`src/rtl/core/mexp_pkg.sv`:
```
`default_nettype none

package mexp_pkg;

    // Width of the signed base field and of the shared remainder unit's dividend
    localparam int BASE_WIDTH = 64;
    // Step counter: holds up to BASE_WIDTH
    localparam int CNT_WIDTH  = 7;
    // Modulus after reset
    localparam logic [63:0] MODULUS_RESET = 64'd1000000007;

    // Datapath operations
    typedef enum logic [2:0] {
        DP_NOP,
        DP_LOAD,      // capture base magnitude, sign, exponent; init accumulator
        DP_DIV_STEP,  // one restoring remainder step
        DP_FIX_BASE,  // square <= canonical residue of the base
        DP_MUL_ACC,   // dividend <= acc * sq
        DP_MUL_SQ,    // dividend <= sq * sq
        DP_WB_ACC,    // acc <= remainder
        DP_WB_SQ      // sq <= remainder, exponent >>= 1
    } t_dp_op;

    typedef struct packed {
        t_dp_op op;
        logic   out_load;
    } t_dp_cmd;

    typedef struct packed {
        logic mod_zero;
        logic div_last;
        logic exp_zero;
        logic exp_lsb;
        logic exp_upper_zero;
    } t_dp_stat;

endpackage

`default_nettype wire

```
`src/rtl/core/mexp_datapath.sv`:
```
`default_nettype none

module mexp_datapath
    import mexp_pkg::*;
#(
    parameter int MOD_WIDTH = 31,
    parameter int EXP_WIDTH = 31
) (
    input  wire logic                  i_clk,
    input  wire t_dp_cmd               i_cmd,
    input  wire logic [MOD_WIDTH-1:0]  i_modulus,
    input  wire logic [BASE_WIDTH-1:0] i_base,
    input  wire logic [EXP_WIDTH-1:0]  i_exponent,
    output t_dp_stat                   o_stat,
    output logic [MOD_WIDTH-1:0]       o_result
);

    localparam int PROD_WIDTH = 2 * MOD_WIDTH;
    localparam int PROD_SHIFT = BASE_WIDTH - PROD_WIDTH;
    localparam logic [CNT_WIDTH-1:0] BASE_STEPS = CNT_WIDTH'(BASE_WIDTH);
    localparam logic [CNT_WIDTH-1:0] PROD_STEPS = CNT_WIDTH'(PROD_WIDTH);

    logic [BASE_WIDTH-1:0] r_div;
    logic [MOD_WIDTH-1:0]  r_rem;
    logic [CNT_WIDTH-1:0]  r_cnt;
    logic [MOD_WIDTH-1:0]  r_acc;
    logic [MOD_WIDTH-1:0]  r_sq;
    logic [EXP_WIDTH-1:0]  r_exp;
    logic                  r_neg;

    logic [MOD_WIDTH:0]    trial;
    logic [MOD_WIDTH:0]    trial_sub;
    logic [MOD_WIDTH-1:0]  rem_next;
    logic [MOD_WIDTH-1:0]  mul_a;
    logic [PROD_WIDTH-1:0] prod;
    logic [BASE_WIDTH-1:0] base_mag;
    logic [MOD_WIDTH-1:0]  base_res;
    logic [MOD_WIDTH-1:0]  acc_init;

    // restoring remainder step: remainder stays below the modulus
    assign trial     = {r_rem, r_div[BASE_WIDTH-1]};
    assign trial_sub = trial - {1'b0, i_modulus};
    assign rem_next  = (trial >= {1'b0, i_modulus}) ? trial_sub[MOD_WIDTH-1:0]
                                                    : trial[MOD_WIDTH-1:0];

    assign mul_a = (i_cmd.op == DP_MUL_ACC) ? r_acc : r_sq;
    assign prod  = PROD_WIDTH'(mul_a) * PROD_WIDTH'(r_sq);

    assign base_mag = i_base[BASE_WIDTH-1] ? (BASE_WIDTH'(0) - i_base) : i_base;
    // negative base: residue of the magnitude, folded to m - r
    assign base_res = (r_neg && (r_rem != '0)) ? (i_modulus - r_rem) : r_rem;
    assign acc_init = (i_modulus > MOD_WIDTH'(1)) ? MOD_WIDTH'(1) : '0;

    always_ff @(posedge i_clk) begin
        unique case (i_cmd.op) inside
            DP_LOAD: begin
                r_div <= base_mag;
                r_neg <= i_base[BASE_WIDTH-1];
                r_exp <= i_exponent;
                r_rem <= '0;
                r_cnt <= BASE_STEPS;
                r_acc <= acc_init;
            end
            DP_DIV_STEP: begin
                r_rem <= rem_next;
                r_div <= r_div << 1;
                r_cnt <= r_cnt - CNT_WIDTH'(1);
            end
            DP_FIX_BASE: begin
                r_sq <= base_res;
            end
            DP_MUL_ACC, DP_MUL_SQ: begin
                r_div <= BASE_WIDTH'(prod) << PROD_SHIFT;
                r_rem <= '0;
                r_cnt <= PROD_STEPS;
            end
            DP_WB_ACC: begin
                r_acc <= r_rem;
            end
            DP_WB_SQ: begin
                r_sq  <= r_rem;
                r_exp <= r_exp >> 1;
            end
            default: begin
            end
        endcase
    end

    assign o_stat.mod_zero       = (i_modulus == '0);
    assign o_stat.div_last       = (r_cnt == CNT_WIDTH'(1));
    assign o_stat.exp_zero       = (r_exp == '0);
    assign o_stat.exp_lsb        = r_exp[0];
    assign o_stat.exp_upper_zero = ((r_exp >> 1) == '0);
    assign o_result              = r_acc;

endmodule

`default_nettype wire

```
`src/rtl/core/mexp_ctrl.sv`:
```
`default_nettype none

module mexp_ctrl
    import mexp_pkg::*;
(
    input  wire logic     i_clk,
    input  wire logic     i_rst_n,
    input  wire logic     i_in_valid,
    input  wire logic     i_out_free,
    input  wire t_dp_stat i_stat,
    output t_dp_cmd       o_cmd,
    output logic          o_in_ready
);

    typedef enum logic [3:0] {
        S_IDLE,
        S_RED_BASE,
        S_FIX,
        S_CHECK,
        S_MUL_ACC,
        S_DIV_ACC,
        S_WB_ACC,
        S_MUL_SQ,
        S_DIV_SQ,
        S_WB_SQ,
        S_DONE
    } t_state;

    t_state r_state;
    t_state n_state;

    always_comb begin
        n_state        = r_state;
        o_cmd.op       = DP_NOP;
        o_cmd.out_load = 1'b0;
        unique case (r_state)
            S_IDLE: begin
                if (i_in_valid) begin
                    o_cmd.op = DP_LOAD;
                    n_state  = i_stat.mod_zero ? S_DONE : S_RED_BASE;
                end
            end
            S_RED_BASE: begin
                o_cmd.op = DP_DIV_STEP;
                if (i_stat.div_last) n_state = S_FIX;
            end
            S_FIX: begin
                o_cmd.op = DP_FIX_BASE;
                n_state  = S_CHECK;
            end
            S_CHECK: begin
                if (i_stat.exp_zero)     n_state = S_DONE;
                else if (i_stat.exp_lsb) n_state = S_MUL_ACC;
                else                     n_state = S_MUL_SQ;
            end
            S_MUL_ACC: begin
                o_cmd.op = DP_MUL_ACC;
                n_state  = S_DIV_ACC;
            end
            S_DIV_ACC: begin
                o_cmd.op = DP_DIV_STEP;
                if (i_stat.div_last) n_state = S_WB_ACC;
            end
            S_WB_ACC: begin
                o_cmd.op = DP_WB_ACC;
                // top bit done: the last square is never used
                n_state  = i_stat.exp_upper_zero ? S_DONE : S_MUL_SQ;
            end
            S_MUL_SQ: begin
                o_cmd.op = DP_MUL_SQ;
                n_state  = S_DIV_SQ;
            end
            S_DIV_SQ: begin
                o_cmd.op = DP_DIV_STEP;
                if (i_stat.div_last) n_state = S_WB_SQ;
            end
            S_WB_SQ: begin
                o_cmd.op = DP_WB_SQ;
                n_state  = S_CHECK;
            end
            S_DONE: begin
                if (i_out_free) begin
                    o_cmd.out_load = 1'b1;
                    n_state        = S_IDLE;
                end
            end
            default: begin
                n_state = S_IDLE;
            end
        endcase
    end

    always_ff @(posedge i_clk) begin
        if (!i_rst_n) begin
            r_state <= S_IDLE;
        end else begin
            r_state <= n_state;
        end
    end

    assign o_in_ready = (r_state == S_IDLE);

endmodule

`default_nettype wire

```
`src/rtl/core/modular_exponentiation.sv`:
```
`default_nettype none

// Modular exponentiation: power = base ** exponent mod modulus.
// Input channel (i_in_valid / o_in_ready) carries a signed 64-bit base and an
// unsigned exponent; output channel (o_out_valid / i_out_ready) returns one
// canonical residue 0..modulus-1 per input transaction. A modulus of zero
// gives 0, an exponent of zero gives 1 mod modulus.
// Config channel (i_cfg_valid / o_cfg_ready) writes the modulus; always ready,
// write it only while no transaction is in flight. Reset sets 1000000007.
// One item at a time. From accept to o_out_valid, with W = MOD_WIDTH and b =
// index of the exponent's top set bit, the block reduces the base (64 one-bit
// remainder steps and the fold), scans b+1 exponent bits (one for a zero
// exponent), and for every set bit and for each of the b squarings runs a
// multiply, 2W remainder steps and a write-back; then it queues the result.
// A zero modulus goes straight to queuing the result. All products and the
// base go through the single shared bit-serial remainder unit.
// The result sits in an output register; a stalled receiver holds the block in
// its final state, and the next input is taken once that result is queued.
module modular_exponentiation
    import mexp_pkg::*;
#(
    parameter int MOD_WIDTH = 31,
    parameter int EXP_WIDTH = 31
) (
    input  wire logic                         i_clk,
    input  wire logic                         i_rst_n,
    // input transactions
    input  wire logic                         i_in_valid,
    output logic                              o_in_ready,
    input  wire logic signed [BASE_WIDTH-1:0] i_base,
    input  wire logic [EXP_WIDTH-1:0]         i_exponent,
    // result transactions
    output logic                              o_out_valid,
    input  wire logic                         i_out_ready,
    output logic [MOD_WIDTH-1:0]              o_power,
    // modulus write
    input  wire logic                         i_cfg_valid,
    output logic                              o_cfg_ready,
    input  wire logic [MOD_WIDTH-1:0]         i_cfg_modulus
);

    logic [MOD_WIDTH-1:0] r_modulus;
    logic                 r_out_valid;
    logic [MOD_WIDTH-1:0] r_power;

    t_dp_cmd              cmd;
    t_dp_stat             stat;
    logic [MOD_WIDTH-1:0] result;
    logic                 out_free;

    assign o_cfg_ready = 1'b1;

    always_ff @(posedge i_clk) begin
        if (!i_rst_n) begin
            r_modulus <= MOD_WIDTH'(MODULUS_RESET);
        end else if (i_cfg_valid) begin
            r_modulus <= i_cfg_modulus;
        end
    end

    // output register slot is free now or frees at this edge
    assign out_free = !r_out_valid || i_out_ready;

    mexp_ctrl u_ctrl (
        .i_clk      (i_clk),
        .i_rst_n    (i_rst_n),
        .i_in_valid (i_in_valid),
        .i_out_free (out_free),
        .i_stat     (stat),
        .o_cmd      (cmd),
        .o_in_ready (o_in_ready)
    );

    mexp_datapath #(
        .MOD_WIDTH (MOD_WIDTH),
        .EXP_WIDTH (EXP_WIDTH)
    ) u_datapath (
        .i_clk      (i_clk),
        .i_cmd      (cmd),
        .i_modulus  (r_modulus),
        .i_base     (i_base),
        .i_exponent (i_exponent),
        .o_stat     (stat),
        .o_result   (result)
    );

    always_ff @(posedge i_clk) begin
        if (!i_rst_n) begin
            r_out_valid <= 1'b0;
        end else if (cmd.out_load) begin
            r_out_valid <= 1'b1;
        end else if (i_out_ready) begin
            r_out_valid <= 1'b0;
        end
    end

    always_ff @(posedge i_clk) begin
        if (cmd.out_load) begin
            r_power <= result;
        end
    end

    assign o_out_valid = r_out_valid;
    assign o_power     = r_power;

    // a pending result is never overwritten
    a_no_overwrite: assert property (@(posedge i_clk) disable iff (!i_rst_n)
        cmd.out_load |-> (!r_out_valid || i_out_ready))
        else $error("result register overwritten while pending");

    // results are canonical residues
    a_canonical: assert property (@(posedge i_clk) disable iff (!i_rst_n)
        (o_out_valid && (r_modulus != '0)) |-> (o_power < r_modulus))
        else $error("result not below modulus");

    // a new input is never taken in the cycle a result is queued
    a_accept_vs_load: assert property (@(posedge i_clk) disable iff (!i_rst_n)
        (i_in_valid && o_in_ready) |-> !cmd.out_load)
        else $error("input accepted while a result is being queued");

    // accepting an input with a nonzero modulus starts the base reduction
    a_start: assert property (@(posedge i_clk) disable iff (!i_rst_n)
        (i_in_valid && o_in_ready && (r_modulus != '0)) |=> !o_in_ready)
        else $error("controller did not start after accept");

endmodule

`default_nettype wire
```
`config.mk`:
```
export PLATFORM = sky130hd
export DESIGN_NAME = modular_exponentiation
export DESIGN_NICKNAME = d
export VERILOG_FILES = /design/src/rtl/core/mexp_pkg.sv /design/src/rtl/core/mexp_datapath.sv /design/src/rtl/core/mexp_ctrl.sv /design/src/rtl/core/modular_exponentiation.sv
export SDC_FILE = /design/constraint.sdc
export NUM_CORES = 2
export LEC_CHECK = 0
export BUFFER_PORTS_ARGS = -buffer_cell sky130_fd_sc_hd__buf_2
export CAP_MARGIN = 0
export CORE_ASPECT_RATIO = 1.5
export CORE_UTILIZATION = 30
export DETAILED_ROUTE_END_ITERATION = 7
export PLACE_DENSITY_LB_ADDON = 0.2
export REMOVE_ABC_BUFFERS = 1
export SYNTH_ARGS = -nofsm -noshare
export SYNTH_HDL_FRONTEND = slang
export SYNTH_SLANG_ARGS = --single-unit
```
`constraint.sdc`:
```
create_clock -name i_clk -period 15.3 [get_ports i_clk]
set_input_delay 0 -clock i_clk [delete_from_list [all_inputs] [get_ports i_clk]]
set_output_delay 0 -clock i_clk [all_outputs]
set_load 0.1 [all_outputs]
```
---- Word level (Yosys, flattened, before mapping) ----
Index checks and enable logic that the tools add are counted.
Widths: inputs -> output; s select.
storage, ports and cells
  flip-flop bits (word level) ............. 263
  input bits .............................. 131
  output and inout bits ................... 34
cells by class
  add/subtract/negate cells ............... 4
  multipliers ............................. 1
  magnitude comparators ................... 2
  equality and inequality tests ........... 23
  multiplexer cells ....................... 27
  reductions and logical operators ........ 19
operators by type and width
  kind                   number
  $pmux 31 s2            4
  $pmux 64 s3            1
  $logic_not 31->1       3
  $mux 31                3
  $mux 64                1
  $sub 1x64->64 const A  1
  $mul 31x31->62         1
  $sub 31x31->31         2
  $pmux 4 s10            1
  $ge 32x31->1           1
  $mux 4                 8
  $gt 31x1->1 const B    1
  $reduce_bool 31->1     1
  $pmux 3 s7             1
  $pmux 7 s3             1
  $eq 4x3->1 const B     4
  $eq 3x3->1 const B     4
  $eq 4x4->1 const B     3
  $ne 2x2->1 const B     5
  $reduce_bool 2->1      5
  $eq 4x2->1 const B     2
  $eq 7x1->1 const B     1
  $sub 7x1->7 const B    1
  $eq 3x2->1 const B     2
  12 further kinds       19

---- Depth between registers and ports, before layout ----
  depth in word-level cells ............... 7
  depth in mapped cells ................... 32
  mapped depth without buffers ............ 28

---- Modules after synthesis ----
Synthesis repeated with hierarchy kept, for this count alone.
second synthesis, totals
  cell total of the unflattened synthesis .. 5129
  area total of the unflattened synthesis .. 47423.0 um2
modules (own cells, without submodules)
  module                  times used  cells each  area each (um2)  sequential area each (um2)
  mexp_datapath           1           4930        44830.5          5885.6
  modular_exponentiation  1           137         2138.3           1571.5
  mexp_ctrl               1           62          454.2            80.1

---- Least setup slack after synthesis ----
Ideal clock, no wire load.
  kind .................................... reg-to-reg
  from .................................... register u_ctrl.r_state[1]
  to ...................................... register u_datapath.r_div[60] (data pin)
  setup time .............................. 270 ps
  arrival ................................. 8732 ps
  data required time ...................... 15030 ps
  path slack .............................. 6298 ps
  cell stages (with the launch flop) ...... 27
  path buffers ............................ 4
  clock period less this slack ............ 9002 ps
  path through ............................ dfxtp_1 clkbuf_1 nand3b_1 clkbuf_1 mux2_2 clkbuf_1 and2_1 fa_1 fa_1 inv_1 fa_1 fa_1 inv_1 fa_1 fa_1 fa_1 fa_1 ha_1 clkbuf_1 nand3_1 or4_1 a211o_1 a2111oi_0 o221ai_1 o41ai_1 xnor2_1 o211ai_1
on the way
  longest elaborated chain between the ends .. 7
  elaborated cells on any way between the ends .. 19
RTL lines
  element                             line                 source
  from (decl)                         mexp_ctrl.sv:29      t_state r_state;
  from (signal assigned)              mexp_ctrl.sv:97      r_state <= n_state;
  $eq 4x1->1 (tied with other cells)  mexp_ctrl.sv:36      unique case (r_state)
  $reduce_or 3->1 (no line)           --
  $pmux 3 s7 (*)                      mexp_ctrl.sv:36
  $eq 3x3->1                          mexp_datapath.sv:46  assign mul_a = (i_cmd.op == DP_MUL_ACC) ? r_acc : r_sq;
  $mux 31                             mexp_datapath.sv:46
  $mul 31x31->62                      mexp_datapath.sv:47  assign prod = PROD_WIDTH'(mul_a) * PROD_WIDTH'(r_sq);
  $pmux 64 s3 (*)                     mexp_datapath.sv:55  unique case (i_cmd.op) inside
  to (signal assigned)                mexp_datapath.sv:57  r_div <= base_mag;
  to (signal assigned)                mexp_datapath.sv:66  r_div <= r_div << 1;
  to (signal assigned)                mexp_datapath.sv:73  r_div <= BASE_WIDTH'(prod) << PROD_SHIFT;
  to (decl)                           mexp_datapath.sv:23  logic [BASE_WIDTH-1:0] r_div;
Mark *: on every way between the ends. The rest lies on a longest branch, timed or not.
A chain may end at the register's enable or synchronous reset.

---- Final worst setup path ----
  from .................................... register u_ctrl.r_state[1]
  to ...................................... register u_datapath.r_div[52] (data pin)
The elaborated chain is that of the path after synthesis.

==> impl_results.md <==
* Outcome: finished, final reports clean
* Level count of the clock H-tree at 2
* Critical path data arrival time at between 10000 and 15000 ps
* Setup bufs post-CTS at 0
* Avg WL per Cell at between 20 and 25 um
* Maximum fanout along the worst path at between 40 and 50
* Register area share after synthesis at around 16%
* Number of standard cells in the final layout excluding fillers at ~7200
* Floorplan row count at 177
* Clock insertion delay at the later pin of the skew report at ~580 ps
* Maximum clock rate at approximately 0.09 GHz
* Number of enable flip-flop cells after synthesis at around 230
* Kind of start point of the critical path: register
* Actual slew at the worst max-slew pin at roughly 1100 ps
* Category of the critical setup timing path: register to register
* Sum of buffers and inverters on the critical path at 4
* Via count of the routed design at 35800
* Register bit total from synthesis at around 260
* Iteration count of the initial detailed-routing pass at 5
* Post-synthesis simple-gate area fraction at 16.12%
* RSZ-0062 raised after global routing: no
* Mapped Cells at a little over 5000
* CP required at roughly 16000 ps
* Delay of the slowest cell on the worst path at about 830 ps
* Count of antenna-violating nets left after detailed routing at 0
* Total Routed Length at between 150 and 200 mm
* Primary FF master, synth: sky130_fd_sc_hd__edfxtp_1
* Combinational family with the most area after synthesis: adder cells
* Master cell of the clock root buffer: sky130_fd_sc_hd__clkbuf_16
* Post-synth ARST share at 0%
* Number of global-route vias before repair at around 39000
* Largest net degree at the start of global routing at between 60 and 70
* Setup total negative slack at 0 ps
* Die width at around 330 um
* Top cell by count, worst path: sky130_fd_sc_hd__fa_1
* Global Route Usage Sum at 20.34%
* Number of clock sinks at ~260
* Via density per instance at roughly 4.9
* Pre-CTS setup slack at 4212 ps
* DRC errors left at 0
* Post-synthesis cell area at between 40000 and 50000 um^2
* Share of cells above drive strength 1 at roughly 7.4%
* Placed wire-length estimate at roughly 130 mm
* Cell type of the slowest stage on the worst timing path: sky130_fd_sc_hd__mux2_2
* Mean instance size in the synthesized netlist at 9.356 um^2
* Area leader, netlist: sky130_fd_sc_hd__fa_1
* First-pass GRT wire length at 244.8 mm
* Compound-Gate Fraction of Synth Area at roughly 9%
* Kind of end point of the critical path: register
* Placed instance count at between 7000 and 8000
* Unique cell type count in the Yosys netlist at between 70 and 80
* Final worst slack at 4188 ps
* Number of buffers added to fix hold violations after cts at 137
* Iteration-0 DRC Markers at slightly above 2000
* Residual overflow from global routing at 0
* Initial antenna violation count at 15
* Max_cap viols at 0
* Largest delay share family, worst path: adder cells
* Number of nets in the layout at ~6400
* Number of setup violations in the final report at 0
* Count of cells resized by post-cts repair at 0
* CTS tree: built
* Fraction of synthesized cell area in xor and xnor cells at about 3.2%
* Post-route clock skew at about 23 ps
* Clock slew seen by the registers of the worst setup and hold paths at 60 ps
* Effective utilization at floorplan at 30.33%
* Area share of the largest cell type after synthesis at 35.62%
* Ports at approximately 170
* Core region area at 155500 um^2
* Cells traversed along the worst timing path: nand3b_1 > buf_4 > mux2_2 > and2_1 > fa_1 > fa_1 > inv_1 > fa_1 > fa_1 > inv_1 > fa_1 > fa_1 > fa_1 > fa_1 > ha_1 > nand3_1 > or4_1 > a211o_1 > a2111oi_0 > buf_4 > o221ai_1 > o31ai_1 > xnor2_1 > o21ai_1
* Multiplexer area fraction after synthesis at under 10%
* Leading cell types by total area after synthesis: sky130_fd_sc_hd__fa_1 (36%), sky130_fd_sc_hd__edfxtp_1 (14%), sky130_fd_sc_hd__ha_1 (8.5%), sky130_fd_sc_hd__inv_1 (6.9%), sky130_fd_sc_hd__and2_1 (6.5%)
* Period utilization at about 73%
* Buffer depth of the longest clock path at 3
* Headroom to the max-slew limit at between 20% and 30%
* CTS buffer count at 34
* Layout Area Growth over Synthesis at 11.38%
* IO Port Bufs at between 150 and 200
* Hold Violations, Final at 0
* Yosys warns at 0
* Count of final max-slew check failures at 0
* Final min period at around 11000 ps
* Height of the die at approximately 500 um
* Arithmetic-cell share of the synthesized area counting full adders, half adders and majority gates at approximately 44%
* Final weighted congestion in routability-driven placement at between 0.9 and 1
* Die area at between 150000 and 200000 um^2
* Path class of the lowest-slack min-delay path: input pin to register
==> metal layers <==
metal	part of all wire [%]	global-route usage (%)	up-vias
met3	4.4	2.186	245
li1	-	-	16200
met5	0.034	0	-
met2	50	36.12	954
met4	3.4	6.532	8
met1	42	25.62	18400
==> worst min-delay path: cells and delay by family <==
family | cells | cell delay (ps)
AO/OA/AOI/OAI | 2 | 150
XOR/XNOR | 1 | 150
buffers and inverters | 1 | 130
==> Yosys cell counts (all sizes together) (47+ instances only) <==
cell    instances
mux2           62
inv           869
nand4          47
ha            319
nand2         622
o21ai         190
a21oi         138
xnor2         108
xor2           62
and2          492
edfxtp        227
nor2          137
clkbuf        289
fa            839
==> final cells by class <==
type | instances | area [um^2]
diodes | 3 | 7.507
clock buffers | 44 | 940.9
clock inverters | 17 | 158.9
fillers | 16180 | 102900
inverters | 869 | 3262
multi-input cells | 3612 | 35290
flip-flops and latches | 263 | 7537
well taps | 2058 | 2575
repair buffers | 375 | 2750
==> layout by cell type, fill, tap and decap left out, types with 44 or more instances in the layout <==
cell type,n
sky130_fd_sc_hd__fa_1,839
sky130_fd_sc_hd__dlygate4sd3_1,137
sky130_fd_sc_hd__o21ai_0,180
sky130_fd_sc_hd__ha_1,319
sky130_fd_sc_hd__mux2_2,62
sky130_fd_sc_hd__buf_4,75
sky130_fd_sc_hd__nand4_1,47
sky130_fd_sc_hd__a21oi_1,138
sky130_fd_sc_hd__a21o_1,44
sky130_fd_sc_hd__and2_1,492
sky130_fd_sc_hd__buf_2,163
sky130_fd_sc_hd__inv_1,869
sky130_fd_sc_hd__nand2_1,620
sky130_fd_sc_hd__xor2_1,62
sky130_fd_sc_hd__xnor2_1,108
sky130_fd_sc_hd__nor2_1,133
sky130_fd_sc_hd__edfxtp_1,227
==> kinds of logic (layout without fill, tap and decap cells) <==
logic type | count (synthesis) | in the layout
AOI/OAI and AO/OA | 654 | 654
other | 1 | 4
and+or+nand+nor | 1524 | 1524
xor gates and xnor gates | 170 | 170
DFF | 263 | 263
muxes | 105 | 105
buffers and inverters | 1165 | 1305
adders and majority gates | 1158 | 1158
==> path summary, 6_finish.rpt <==
path / start / end / slack [ps] / cells after the start
min: i_base[15] / u_datapath.r_div[15] / 7 / 4
max: u_ctrl.r_state[1] / u_datapath.r_div[52] / 4190 / 24
min reg2reg: u_datapath.o_result[5] / o_power[5] / 500 / 0
max reg2reg: u_ctrl.r_state[1] / u_datapath.r_div[52] / 4190 / 24
==> through the flow <==
| stage | hold slack (ps) | instance area, um^2 | util, % |
|---|---|---|---|
| floorplan | 98.64 | 46030 | - |
| global placement | 229.0 | 50040 | 32.19 |
| detailed placement | 231.7 | 50040 | 32.19 |
| CTS | 6.103 | 52510 | 33.78 |
| global route | 25.19 | 52510 | 33.78 |
| finish | 6.764 | 52520 | 33.78 |
==> flip-flops by register name, summed over array words and instances (netlist names) <==
name and count:
o_out_valid 1, u_datapath.r_cnt 7, u_datapath.r_div 64, o_power 31, u_datapath.r_exp 31, u_datapath.r_neg 1, u_ctrl.r_state 4, r_modulus 31
u_datapath.r_sq 31, u_datapath.o_result 31, u_datapath.r_rem 31
Power is not shown: default switching activity piles up to over one toggle a cycle in this logic, so the estimate is an artifact.
